$ cat config.mk
export PLATFORM = sky130hd
export DESIGN_NAME = assembly_line_tokenizer
export DESIGN_NICKNAME = d
export VERILOG_FILES = /design/src/rtl/core/alt_pkg.sv /design/src/rtl/core/alt_scan.sv /design/src/rtl/core/alt_rq.sv /design/src/rtl/core/assembly_line_tokenizer.sv
export SDC_FILE = /design/constraint.sdc
export NUM_CORES = 1
export LEC_CHECK = 0
export BUFFER_PORTS_ARGS = -buffer_cell sky130_fd_sc_hd__buf_2
export CORE_MARGIN = 1.5
export CORE_UTILIZATION = 30
export CTS_BUF_LIST = sky130_fd_sc_hd__clkbuf_16
export CTS_CLUSTER_SIZE = 40
export DETAILED_ROUTE_END_ITERATION = 10
export PLACE_DENSITY = 0.52
export SLEW_MARGIN = 20
export SYNTH_ARGS = -nofsm -noshare
export SYNTH_HDL_FRONTEND = slang
export SYNTH_SLANG_ARGS = --single-unit
$ cat constraint.sdc
create_clock -name clk_i -period 5.6 [get_ports clk_i]
set_input_delay 0.28 -clock clk_i [delete_from_list [all_inputs] [get_ports clk_i]]
set_output_delay 0.28 -clock clk_i [all_outputs]
set_load 0.05 [all_outputs]
$ cat src/rtl/core/alt_pkg.sv
package alt_pkg;

  // Line and token limits.
  localparam int LineLength  = 256;
  localparam int IdentMax    = 63;
  localparam int NumberLimit = 31;
  localparam int ColW        = $clog2(LineLength);
  localparam int LastCol     = LineLength - 1;

  localparam logic [30:0] SatMax         = 31'h7FFF_FFFF;
  localparam logic [6:0]  MaxTokensReset = 7'd16;

  // Result queue depth; two free entries are needed to take a character.
  localparam int QDepth = 4;
  localparam int QPtrW  = $clog2(QDepth);
  localparam int QCntW  = $clog2(QDepth + 1);

  localparam int OutDataW = 56;
  localparam int OutUserW = 3;

  typedef enum logic [2:0] {
    KIND_COMMA    = 3'd0,
    KIND_NUMBER   = 3'd1,
    KIND_LABEL    = 3'd2,
    KIND_LOOP     = 3'd3,
    KIND_MNEMONIC = 3'd4,
    KIND_LINE_END = 3'd5,
    KIND_ERROR    = 3'd6
  } kind_e;

  typedef enum logic [1:0] {
    ERR_NONE     = 2'd0,
    ERR_BAD_CHAR = 2'd1,
    ERR_LONG_NUM = 2'd2,
    ERR_TOO_MANY = 2'd3
  } err_e;

  typedef struct packed {
    kind_e       kind;
    logic [30:0] value;
    logic [7:0]  col;
    logic [5:0]  len;
    logic [2:0]  chan;
    err_e        err;
  } res_t;

  typedef struct packed {
    logic valid;
    res_t res;
  } out_t;

  function automatic res_t mk_res(kind_e kind, logic [30:0] value, logic [7:0] col,
                                  logic [5:0] len, logic [2:0] chan, err_e err);
    res_t r;
    r.kind  = kind;
    r.value = value;
    r.col   = col;
    r.len   = len;
    r.chan  = chan;
    r.err   = err;
    return r;
  endfunction

endpackage

$ cat src/rtl/core/alt_scan.sv
module alt_scan (
  input  logic                clk_i,
  input  logic                rst_ni,
  input  logic                step_i,
  input  logic [7:0]          ch_i,
  input  logic                eol_i,
  input  logic [6:0]          max_tokens_i,
  output alt_pkg::out_t       slot0_o,
  output alt_pkg::out_t       slot1_o
);

  typedef enum logic [4:0] {
    MODE_IDLE   = 5'b00001,
    MODE_NUMBER = 5'b00010,
    MODE_IDENT  = 5'b00100,
    MODE_DONE   = 5'b01000,
    MODE_ERROR  = 5'b10000
  } mode_e;

  typedef struct packed {
    logic last_o;
    logic oct_stop;
    logic dec_stop;
  } flags_t;

  typedef struct packed {
    flags_t      flags;
    logic [30:0] dec;
    logic [30:0] oct;
  } num_t;

  typedef struct packed {
    mode_e         mode;
    logic [7:0]    column;
    logic [7:0]    tstart;
    logic [5:0]    tlen;
    num_t          num;
    logic [7:0]    first;
    logic [6:0]    count;
    alt_pkg::err_e lerr;
  } st_t;

  localparam logic [2:0] LOOP_U = 3'd0;
  localparam logic [2:0] LOOP_F = 3'd1;
  localparam logic [2:0] LOOP_E = 3'd2;
  localparam logic [2:0] LOOP_H = 3'd3;
  localparam logic [2:0] LOOP_L = 3'd4;
  localparam logic [2:0] LOOP_V = 3'd5;
  localparam logic [2:0] LOOP_R = 3'd6;

  localparam st_t StClear = '{mode: MODE_IDLE, lerr: alt_pkg::ERR_NONE, default: '0};

  st_t           st_q, st_d;
  alt_pkg::out_t s0, s1, fl;
  alt_pkg::res_t r;
  num_t          nm;
  logic          go_on, emit;
  logic [5:0]    tlen_inc;
  logic [7:0]    c;
  logic          is_dig, is_alpha, is_ident_ch, is_o;

  // One digit (or letter O) of a number; accumulators saturate at the top value.
  function automatic num_t num_step(num_t a, logic [7:0] ch);
    num_t        n;
    logic [34:0] m10;
    logic [33:0] m8;
    n   = a;
    m10 = ({4'b0, a.dec} << 3) + ({4'b0, a.dec} << 1) + 35'(ch[3:0]);
    m8  = {a.oct, 3'b000} + 34'(ch[3:0]);
    if (ch == "O" || ch == "o") begin
      n.flags = '{last_o: 1'b1, oct_stop: 1'b1, dec_stop: 1'b1};
    end else begin
      n.flags.last_o = 1'b0;
      if (!a.flags.dec_stop) begin
        n.dec = (m10 > 35'(alt_pkg::SatMax)) ? alt_pkg::SatMax : m10[30:0];
      end
      if (ch >= "8") begin
        n.flags.oct_stop = 1'b1;
      end
      if (!n.flags.oct_stop) begin
        n.oct = (m8 > 34'(alt_pkg::SatMax)) ? alt_pkg::SatMax : m8[30:0];
      end
    end
    return n;
  endfunction

  // Bit 3 flags a loop designator letter, the low bits give its channel.
  function automatic logic [3:0] loop_code(logic [7:0] ch);
    logic [7:0] uc;
    logic [3:0] lc;
    uc = (ch inside {["a":"z"]}) ? ch - 8'd32 : ch;
    case (uc)
      "U":     lc = {1'b1, LOOP_U};
      "F":     lc = {1'b1, LOOP_F};
      "E":     lc = {1'b1, LOOP_E};
      "H":     lc = {1'b1, LOOP_H};
      "L":     lc = {1'b1, LOOP_L};
      "V":     lc = {1'b1, LOOP_V};
      "R":     lc = {1'b1, LOOP_R};
      default: lc = 4'b0000;
    endcase
    return lc;
  endfunction

  function automatic alt_pkg::out_t flush_out(st_t s);
    alt_pkg::out_t o;
    logic [3:0]    lc;
    o  = '0;
    lc = loop_code(s.first);
    case (s.mode)
      MODE_NUMBER: begin
        o.valid = 1'b1;
        o.res   = alt_pkg::mk_res(alt_pkg::KIND_NUMBER,
                                  s.num.flags.last_o ? s.num.oct : s.num.dec,
                                  s.tstart, s.tlen, 3'd0, alt_pkg::ERR_NONE);
      end
      MODE_IDENT: begin
        o.valid = 1'b1;
        if (s.tlen == 6'd1 && lc[3]) begin
          o.res = alt_pkg::mk_res(alt_pkg::KIND_LOOP, '0, s.tstart, 6'd1, lc[2:0],
                                  alt_pkg::ERR_NONE);
        end else begin
          o.res = alt_pkg::mk_res(alt_pkg::KIND_MNEMONIC, '0, s.tstart, s.tlen, 3'd0,
                                  alt_pkg::ERR_NONE);
        end
      end
      default: o = '0;
    endcase
    return o;
  endfunction

  assign c           = ch_i;
  assign is_dig      = c inside {["0":"9"]};
  assign is_alpha    = c inside {["A":"Z"], ["a":"z"]};
  assign is_ident_ch = is_alpha || is_dig || c == "_";
  assign is_o        = c == "O" || c == "o";
  assign tlen_inc    = st_q.tlen + 6'd1;

  always_comb begin
    st_d  = st_q;
    s0    = '0;
    s1    = '0;
    fl    = '0;
    r     = '0;
    nm    = '0;
    go_on = 1'b0;
    emit  = 1'b0;
    if (step_i) begin
      if (eol_i) begin
        fl = flush_out(st_q);
        r  = alt_pkg::mk_res(alt_pkg::KIND_LINE_END, 31'(st_q.count), st_q.column,
                             6'd0, 3'd0, st_q.lerr);
        if (fl.valid) begin
          s0 = fl;
          s1 = '{valid: 1'b1, res: r};
        end else begin
          s0 = '{valid: 1'b1, res: r};
        end
        st_d = StClear;
      end else if (st_q.column < alt_pkg::ColW'(alt_pkg::LastCol)) begin
        st_d.column = st_q.column + 8'd1;
        case (st_q.mode)
          MODE_IDLE: go_on = 1'b1;
          MODE_NUMBER: begin
            if (is_dig || is_o) begin
              st_d.num  = num_step(st_q.num, c);
              st_d.tlen = tlen_inc;
              if (tlen_inc >= 6'(alt_pkg::NumberLimit)) begin
                s0 = '{valid: 1'b1,
                       res: alt_pkg::mk_res(alt_pkg::KIND_ERROR, '0, st_q.tstart,
                                            6'(alt_pkg::NumberLimit), 3'd0,
                                            alt_pkg::ERR_LONG_NUM)};
                st_d.mode = MODE_ERROR;
                st_d.lerr = alt_pkg::ERR_LONG_NUM;
              end
            end else begin
              fl        = flush_out(st_q);
              s0        = fl;
              st_d.mode = MODE_IDLE;
              go_on     = 1'b1;
            end
          end
          MODE_IDENT: begin
            if (is_ident_ch && st_q.tlen < 6'(alt_pkg::IdentMax)) begin
              st_d.tlen = tlen_inc;
            end else if (c == ":") begin
              s0 = '{valid: 1'b1,
                     res: alt_pkg::mk_res(alt_pkg::KIND_LABEL, '0, st_q.tstart, st_q.tlen,
                                          3'd0, alt_pkg::ERR_NONE)};
              st_d.mode = MODE_IDLE;
            end else begin
              fl        = flush_out(st_q);
              s0        = fl;
              st_d.mode = MODE_IDLE;
              go_on     = 1'b1;
            end
          end
          default: go_on = 1'b0;
        endcase

        if (go_on) begin
          if (c == " " || c == 8'h09) begin
            emit = 1'b0;
          end else if (c == ";" || c == 8'h0D || c == 8'h0A || c == 8'h00) begin
            st_d.mode = MODE_DONE;
          end else if (st_q.count >= max_tokens_i) begin
            emit      = 1'b1;
            r         = alt_pkg::mk_res(alt_pkg::KIND_ERROR, '0, st_q.column, 6'd1, 3'd0,
                                        alt_pkg::ERR_TOO_MANY);
            st_d.mode = MODE_ERROR;
            st_d.lerr = alt_pkg::ERR_TOO_MANY;
          end else if (c == ",") begin
            emit       = 1'b1;
            r          = alt_pkg::mk_res(alt_pkg::KIND_COMMA, '0, st_q.column, 6'd1, 3'd0,
                                         alt_pkg::ERR_NONE);
            st_d.count = st_q.count + 7'd1;
          end else if (is_dig) begin
            nm          = '0;
            st_d.num    = num_step(nm, c);
            st_d.count  = st_q.count + 7'd1;
            st_d.mode   = MODE_NUMBER;
            st_d.tstart = st_q.column;
            st_d.tlen   = 6'd1;
          end else if (is_alpha || c == "_") begin
            st_d.count  = st_q.count + 7'd1;
            st_d.mode   = MODE_IDENT;
            st_d.tstart = st_q.column;
            st_d.tlen   = 6'd1;
            st_d.first  = c;
          end else begin
            emit      = 1'b1;
            r         = alt_pkg::mk_res(alt_pkg::KIND_ERROR, '0, st_q.column, 6'd1, 3'd0,
                                        alt_pkg::ERR_BAD_CHAR);
            st_d.mode = MODE_ERROR;
            st_d.lerr = alt_pkg::ERR_BAD_CHAR;
          end
          // A flushed token goes first, so a new result takes the second slot.
          if (emit) begin
            if (fl.valid) begin
              s1 = '{valid: 1'b1, res: r};
            end else begin
              s0 = '{valid: 1'b1, res: r};
            end
          end
        end
      end
    end
  end

  always_ff @(posedge clk_i or negedge rst_ni) begin
    if (!rst_ni) begin
      st_q <= StClear;
    end else begin
      st_q <= st_d;
    end
  end

  assign slot0_o = s0;
  assign slot1_o = s1;

endmodule

$ cat src/rtl/core/alt_rq.sv
module alt_rq (
  input  logic                      clk_i,
  input  logic                      rst_ni,
  input  alt_pkg::out_t             push0_i,
  input  alt_pkg::out_t             push1_i,
  input  logic                      pop_ready_i,
  output logic                      head_valid_o,
  output alt_pkg::res_t             head_o,
  output logic                      room_o
);

  alt_pkg::res_t                    mem_q [alt_pkg::QDepth];
  logic [alt_pkg::QPtrW-1:0]        wr_q, wr_d, rd_q, rd_d;
  logic [alt_pkg::QCntW-1:0]        cnt_q, cnt_d;
  logic                             pop;
  logic [1:0]                       n_push;

  assign n_push = {1'b0, push0_i.valid} + {1'b0, push1_i.valid};
  assign pop    = (cnt_q != '0) && pop_ready_i;
  assign wr_d   = wr_q + alt_pkg::QPtrW'(n_push);
  assign rd_d   = rd_q + alt_pkg::QPtrW'(pop);
  assign cnt_d  = cnt_q + alt_pkg::QCntW'(n_push) - alt_pkg::QCntW'(pop);

  always_ff @(posedge clk_i) begin
    if (push0_i.valid) begin
      mem_q[wr_q] <= push0_i.res;
    end
    if (push1_i.valid) begin
      mem_q[wr_q + alt_pkg::QPtrW'(1)] <= push1_i.res;
    end
  end

  always_ff @(posedge clk_i or negedge rst_ni) begin
    if (!rst_ni) begin
      wr_q  <= '0;
      rd_q  <= '0;
      cnt_q <= '0;
    end else begin
      wr_q  <= wr_d;
      rd_q  <= rd_d;
      cnt_q <= cnt_d;
    end
  end

  assign head_valid_o = cnt_q != '0;
  assign head_o       = mem_q[rd_q];
  assign room_o       = cnt_q <= alt_pkg::QCntW'(alt_pkg::QDepth - 2);

endmodule

$ cat src/rtl/core/assembly_line_tokenizer.sv
// Assembly line tokenizer: one source character per request on the slave stream,
// tokens out on the master stream.
// Slave stream: tdata carries the character byte, tlast marks the end of a line; a
// request with tlast set flushes any pending token and yields a line end result that
// carries the token count and the error code of that line (its tdata byte is unused).
// Master stream: tuser carries the token kind, tdata the value, start column, length,
// loop channel and error code.
// Configuration: a write on the cfg channel sets the token limit per line (reset 16).
// It is taken in every cycle and must only be written while the block is idle.
// Results are formed combinationally from the accepted character and are written
// into the result queue, whose head drives the master side. Throughput: one
// character per cycle while the four-entry result queue has at least two free
// entries; a character that ends one token and starts a comma or error yields two results.
// When the receiver stalls, results collect in the queue and tready on the slave side
// falls once fewer than two entries are free.
// Reset clears the line state, empties the queue and sets the limit back to 16.
module assembly_line_tokenizer (
  input  logic                          clk_i,
  input  logic                          rst_ni,
  input  logic                          s_axis_tvalid,
  output logic                          s_axis_tready,
  input  logic [7:0]                    s_axis_tdata,   // [7:0] ch
  input  logic                          s_axis_tlast,
  output logic                          m_axis_tvalid,
  input  logic                          m_axis_tready,
  // [30:0] value, [38:31] start_column, [44:39] length, [47:45] loop_channel,
  // [49:48] error_code, [55:50] zero
  output logic [alt_pkg::OutDataW-1:0]  m_axis_tdata,
  output logic [alt_pkg::OutUserW-1:0]  m_axis_tuser,   // [2:0] kind
  input  logic                          cfg_valid_i,
  output logic                          cfg_ready_o,
  input  logic [6:0]                    cfg_data_i
);

  logic          step;
  logic          room;
  logic [6:0]    max_tokens_q;
  alt_pkg::out_t slot0, slot1;
  alt_pkg::res_t head;

  assign cfg_ready_o   = 1'b1;
  assign s_axis_tready = room;
  assign step          = s_axis_tvalid && room;

  always_ff @(posedge clk_i or negedge rst_ni) begin
    if (!rst_ni) begin
      max_tokens_q <= alt_pkg::MaxTokensReset;
    end else if (cfg_valid_i) begin
      max_tokens_q <= cfg_data_i;
    end
  end

  alt_scan u_scan (
    .clk_i        (clk_i),
    .rst_ni       (rst_ni),
    .step_i       (step),
    .ch_i         (s_axis_tdata),
    .eol_i        (s_axis_tlast),
    .max_tokens_i (max_tokens_q),
    .slot0_o      (slot0),
    .slot1_o      (slot1)
  );

  alt_rq u_rq (
    .clk_i        (clk_i),
    .rst_ni       (rst_ni),
    .push0_i      (slot0),
    .push1_i      (slot1),
    .pop_ready_i  (m_axis_tready),
    .head_valid_o (m_axis_tvalid),
    .head_o       (head),
    .room_o       (room)
  );

  assign m_axis_tdata = {6'b000000, head.err, head.chan, head.len, head.col, head.value};
  assign m_axis_tuser = head.kind;

endmodule

Word level (Yosys, flattened, before mapping)
Memories as Yosys holds them, arrays and structs flattened.
Index checks and enable logic that the tools add are counted.
{"block": "word_totals", "mem_bits_rw": 212, "word_cells": 240, "mem_count": 1, "out_inout_bits": 62, "ff_bits": 123, "in_bits": 21}
{"memory": "u_rq.mem_q", "depth": 4, "width": 53, "read_ports": 1, "rd_ports_with_merged_regs": 0, "write_ports": 2, "line_no": "alt_rq.sv:12", "source": "alt_pkg::res_t mem_q [alt_pkg::QDepth];"}
{"block": "classes", "n_eq_ne": 26, "mux": 136, "add_sub_neg": 13, "magnitude_cmp": 18, "n_reduce_logical": 30}
{"op": "54-bit two-way mux", "count": 24}
{"op": "53-bit two-way mux", "count": 10}
{"op": "54-bit one-hot mux with 2 select lines", "count": 3}
{"op": "96-bit two-way mux", "count": 3}
{"op": "31-bit two-way mux", "count": 8}
{"op": "109-bit two-way mux", "count": 2}
{"op": "65-bit two-way mux", "count": 2}
{"op": "62-bit two-way mux", "count": 2}
{"op": "94-bit two-way mux", "count": 1}
{"op": "87-bit two-way mux", "count": 1}
{"op": "8-bit by 7-bit == test with 1-bit output (second input constant)", "count": 10}
{"op": "71-bit two-way mux", "count": 1}
{"op": "4-bit by 31-bit > comparator with 1-bit output (second input constant)", "count": 2}
{"op": "5-bit two-way mux", "count": 10}
{"op": "1-bit two-way mux", "count": 40}
{"op": "34-bit by 32-bit adder with 35-bit output", "count": 1}
{"op": "35-bit by 4-bit adder with 35-bit output", "count": 1}
{"op": "35-bit by 31-bit > comparator with 1-bit output (second input constant)", "count": 1}
{"op": "34-bit by 4-bit adder with 34-bit output", "count": 1}
{"op": "34-bit by 31-bit > comparator with 1-bit output (second input constant)", "count": 1}
{"op": "8-bit by 6-bit == test with 1-bit output (second input constant)", "count": 4}
{"op": "4-bit two-way mux", "count": 8}
{"op": "14-bit two-way mux", "count": 2}
{"op": "4-bit one-hot mux with 7 select lines", "count": 1}
{"op": "other kinds (43)", "count": 84}

Longest topological paths before layout
{"block": "depth", "word_depth": 28, "depth_mapped": 15}

Hierarchy
Synthesis repeated with hierarchy kept, for this count alone.
{"block": "hier_totals", "hier_cells": 1800, "area_unflattened_um2": 21122.8}
{"module": "alt_rq", "n_inst": 1, "cells_per_inst": 552, "area_each_um2": 10682.7, "seq_area_each_um2": 6541.3}
{"module": "alt_scan", "n_inst": 1, "cells_per_inst": 1223, "area_each_um2": 10080.9, "seq_area_each_um2": 2728.9}
{"module": "assembly_line_tokenizer", "n_inst": 1, "cells_per_inst": 25, "area_each_um2": 359.1, "seq_area_each_um2": 176.4}

Worst setup path before layout
Ideal clock, no wire load.
{"block": "synth_path", "path_type": "register to register", "startpoint": "register u_rq.cnt_q[1] (netlist bit)", "endpoint": "register u_rq.cnt_q[2] (netlist bit)", "path_slack_ps": 1674, "arrival_ps": 3804, "setup_time_ps": 123, "stages_incl_launch_ff": 13, "path_cell_list": "dfrtp_1 a21oi_1 nand2_1 nor2_1 nand2_1 clkbuf_1 nand2_1 ha_1 inv_1 ha_1 fa_1 xor2_1 xnor2_1"}
{"block": "synth_between", "elab_chain_len": 6}
{"element": "start, declared", "line_no": "alt_rq.sv:14", "source": "logic [alt_pkg::QCntW-1:0] cnt_q, cnt_d;"}
{"element": "start signal, assigned", "line_no": "alt_rq.sv:41", "source": "cnt_q <= cnt_d;"}
{"element": "3-bit by 2-bit <= comparator with 1-bit output *", "line_no": "alt_rq.sv:47", "source": "assign room_o = cnt_q <= alt_pkg::QCntW'(alt_pkg::QDepth - 2);"}
{"element": "net s_axis_tready", "line_no": "assembly_line_tokenizer.sv:21", "source": "output logic s_axis_tready,"}
{"element": "1-bit logical AND *", "line_no": "assembly_line_tokenizer.sv:43", "source": "assign step = s_axis_tvalid && room;"}
{"element": "54-bit two-way mux", "line_no": "alt_scan.sv:148", "source": "if (step_i) begin"}
{"element": "1-bit by 1-bit adder with 2-bit output *", "line_no": "alt_rq.sv:18", "source": "assign n_push = {1'b0, push0_i.valid} + {1'b0, push1_i.valid};"}
{"element": "3-bit by 2-bit adder with 3-bit output *", "line_no": "alt_rq.sv:22", "source": "assign cnt_d = cnt_q + alt_pkg::QCntW'(n_push) - alt_pkg::QCntW'(pop);"}
{"element": "3-bit by 1-bit subtractor with 3-bit output *", "line_no": "alt_rq.sv:22"}
{"element": "net u_rq.cnt_d (one bit)", "line_no": "alt_rq.sv:14"}
The timed path passes the listed nets; every way through them passes the cells marked *.
A chain may end at the register's enable or synchronous reset.

Final worst setup path
{"block": "layout_path", "startpoint": "register u_scan.st_q[48] (netlist bit)", "endpoint": "register u_scan.st_q[67] (netlist bit)"}
{"block": "layout_between", "elab_chain_len": 16}
{"element": "start, declared", "line_no": "alt_scan.sv:53", "source": "st_t st_q, st_d;"}
{"element": "start signal, assigned", "line_no": "alt_scan.sv:252", "source": "st_q <= StClear;"}
{"element": "start signal, assigned", "line_no": "alt_scan.sv:254", "source": "st_q <= st_d;"}
{"element": "34-bit by 32-bit adder with 35-bit output *", "line_no": "alt_scan.sv:68", "source": "m10 = ({4'b0, a.dec} << 3) + ({4'b0, a.dec} << 1) + 35'(ch[3:0]);"}
{"element": "35-bit by 4-bit adder with 35-bit output *", "line_no": "alt_scan.sv:68"}
{"element": "35-bit by 31-bit > comparator with 1-bit output", "line_no": "alt_scan.sv:75", "source": "n.dec = (m10 > 35'(alt_pkg::SatMax)) ? alt_pkg::SatMax : m10[30:0];"}
{"element": "31-bit two-way mux *", "line_no": "alt_scan.sv:75"}
{"element": "31-bit two-way mux *", "line_no": "alt_scan.sv:74", "source": "if (!a.flags.dec_stop) begin"}
{"element": "62-bit two-way mux *", "line_no": "alt_scan.sv:70", "source": "if (ch == \"O\" || ch == \"o\") begin"}
{"element": "71-bit two-way mux *", "line_no": "alt_scan.sv:165", "source": "if (is_dig || is_o) begin"}
{"element": "65-bit two-way mux *", "line_no": "alt_scan.sv:162", "source": "case (st_q.mode)"}
{"element": "65-bit two-way mux", "line_no": "alt_scan.sv:217", "source": "end else if (is_dig) begin"}
{"element": "87-bit two-way mux", "line_no": "alt_scan.sv:212", "source": "end else if (c == \",\") begin"}
{"element": "94-bit two-way mux", "line_no": "alt_scan.sv:206", "source": "end else if (st_q.count >= max_tokens_i) begin"}
{"element": "96-bit two-way mux", "line_no": "alt_scan.sv:204", "source": "end else if (c == \";\" || c == 8'h0D || c == 8'h0A || c == 8'h00) begin"}
{"element": "96-bit two-way mux", "line_no": "alt_scan.sv:202", "source": "if (c == \" \" || c == 8'h09) begin"}
{"element": "96-bit two-way mux *", "line_no": "alt_scan.sv:201", "source": "if (go_on) begin"}
{"element": "109-bit two-way mux *", "line_no": "alt_scan.sv:160", "source": "end else if (st_q.column < alt_pkg::ColW'(alt_pkg::LastCol)) begin"}
{"element": "109-bit two-way mux *", "line_no": "alt_scan.sv:149", "source": "if (eol_i) begin"}
Every way passes the cells marked *; elsewhere a longest branch is shown, timed or not. The select of a mux whose other input is x is not followed.

==> results.tsv <==
metric	value	unit
cp_num_buf_inv	2	
avgSynthCellArea	9.67	µm²
synth_flop_cell	dfxtp_1	
cp_top_family	compound AO/OA/AOI/OAI gates	
status	completed	
path_clk_slew	60	ps
cp_slowest_cell	nand2_1	
syn-instance-count	1934	
p_leak	0.00837	µW
clock_latency	540	ps
place_area	19700	µm²
fp.dieW	253	µm
crit_type	reg2reg	
critPathCaptureType	flop	
grt_pass1_wl	87500	µm
ir_drop	0.199	mV
final_cell_mix	nand2_1, o21ai_0, dfxtp_1, dfrtp_1, edfxtp_1	
slowest_delay	790	ps
layout_commonest_cell	nand2_1	
ys_ff_latch	335	
grt_overflow	0	
grt_max_degree	69	
cp_max_fo	24	
fin_worst_skew	17.3	ps
required	5960	ps
reg2reg_setup_slack	1140	ps
max_cap_viol_count	0	
cts_setup_buffers	0	
place_hpwl	39800	µm
htreeDepth	2	
synth-seq-area-share	43.7	%
cts.repair.resized	0	
min-delay-path-class	in2reg	
rsz0062_at_grt	false	
power_density	355	nW/µm²
dr.first_iter.drc_count	1135	
cts-root-buf	clkbuf_16	
cts_tree	done	
dp_slack	915	ps
antenna_left	0	
finalCriticalPeriod	4460	ps
timing.final.ws_setup	1140	ps
fp.dieArea	63800	µm²
clock.fmax	224	MHz
clock_path_buffers	3	
worstMarginPinSlew	1030	ps
initial_utilization	30.3	%
nNetsFinal	2068	
syn2layout_area_growth	12.2	%
antenna_found_initial	9	
drive_gt1_share	12.9	%
whs_path_depth	2	
std_cell_rows	91	
first_pass_iters	5	
grt.total_usage	17.5	%
cts_buffers	37	
routed-via-count	15245	
core_area	61700	µm²
critical_path.cell_chain	inv_1 > fa_1 > inv_1 > ha_1 > a211oi_1 > o211ai_1 > a311oi_1 > nor4bb_1 > o31ai_1 > a2bb2oi_1 > nand3_1 > nand2_1 > o211ai_1	
cts_sinks	335	
relSlewSlack	31.1	%
async_flop_share	36.7	%
cts-hold-fix-buffers	8	
viasPerCell	5.39	
setup_viol	0	
place_congestion	0.881	
synth.distinct_cells	98	
drcViolationCount	0	
ios	83	
io_buffers	75	
syn_area	18700	µm²
tns	0	ps
synth-edff-count	84	
die_h	253	µm
first_global_vias	14764	
crit_cells	13	
reg2reg_depth	13	
start_kind	flop	
drt-total-wl	56600	µm
hold_viol	0	
slew_violations	0	
ys_warn_count	0	
arrival	4830	ps
wl_per_cell	20.0	µm
final_cell_area	21000	µm²
min_period_over_period	79.7	%
[layout make-up]
type / count / area [µm²]
clock buffers: 37 / 926
repair buffers: 102 / 604
multi-input cells: 1441 / 9840
flip-flops and latches: 335 / 8170
well taps: 837 / 1050
inverters: 45 / 174
clock inverters: 31 / 215
fillers: 6381 / 40700
diodes: 3 / 7.51
[power by group]
part           switching, µW  internal, µW
clock network           1030          1300
logic                   1560           649
registers                233          2680
[path summary, 6_finish.rpt]
kind	startpoint	end
setup / recovery	u_scan.st_q[48]	u_scan.st_q[67]
hold / removal	cfg_valid_i	max_tokens_q[4]
setup reg to reg	u_scan.st_q[48]	u_scan.st_q[67]
hold reg to reg	u_rq.mem_q[3][47]	u_rq.mem_q[3][47]
max in group asynchronous	rst_ni	u_scan.st_q[81]
min in group asynchronous	rst_ni	max_tokens_q[0]
[cells by family after synthesis]
group	after synthesis	share of synthesized area, %
AND/OR/NAND/NOR	630	15.7
AO/OA/AOI/OAI	570	19.8
flip-flops	335	43.7
buffers and inverters	163	3.93
multiplexers	86	8.16
adder cells (fa/ha/maj)	85	5.81
XOR/XNOR	63	2.95
other	2	0.0402
[cells in the mapped netlist, types with 43 or more instances]
cell	instances	area, µm²
nand2_1	338	1270
o21ai_0	225	1130
dfxtp_1	128	2560
dfrtp_1	121	3030
edfxtp_1	84	2520
ha_1	82	1030
nor2_1	79	297
a21oi_1	72	360
a22o_1	61	534
clkbuf_1	59	221
nand3_1	59	295
mux4_2	53	1190
inv_1	43	161
[metrics by stage]
stage          total power (µW)  hold slack (ps)  util [%]  instances
3_5_place_dp               5170              304      32.0       2752
6_report                   7450             68.4      34.0       2831
3_3_place_gp               5130              291      32.0       2752
4_1_cts                    7500             48.4      34.0       2828
5_1_grt                    7790             94.4      34.0       2829
2_1_floorplan              4530            -15.6         -       1939
[registers in the layout (all words and copies together) (netlist names)]
signal        count
u_rq.wr_q         2
u_rq.cnt_q        3
u_scan.st_q     109
max_tokens_q      7
u_rq.mem_q      212
u_rq.rd_q         2
[routing by layer]
metal / vias to the layer above / share of wire, % / track usage (%)
li1: 7169 / - / -
met1: 7534 / 46 / 24.6
met5: - / 0.11 / 0
met4: 10 / 2.0 / 4.70
met3: 75 / 6.8 / 3.46
met2: 457 / 45 / 27.3
[worst register-to-register path, stage by stage, from the launching register on]
cell       delay, ps
dfrtp_1          420
inv_1             90
fa_1             550
inv_1             60
ha_1             300
a211oi_1         320
o211ai_1         240
a311oi_1         440
nor4bb_1         140
o31ai_1          250
a2bb2oi_1        190
nand3_1          300
nand2_1          790
o211ai_1         190
No activity file was read; power rests on OpenSTA's default activity.
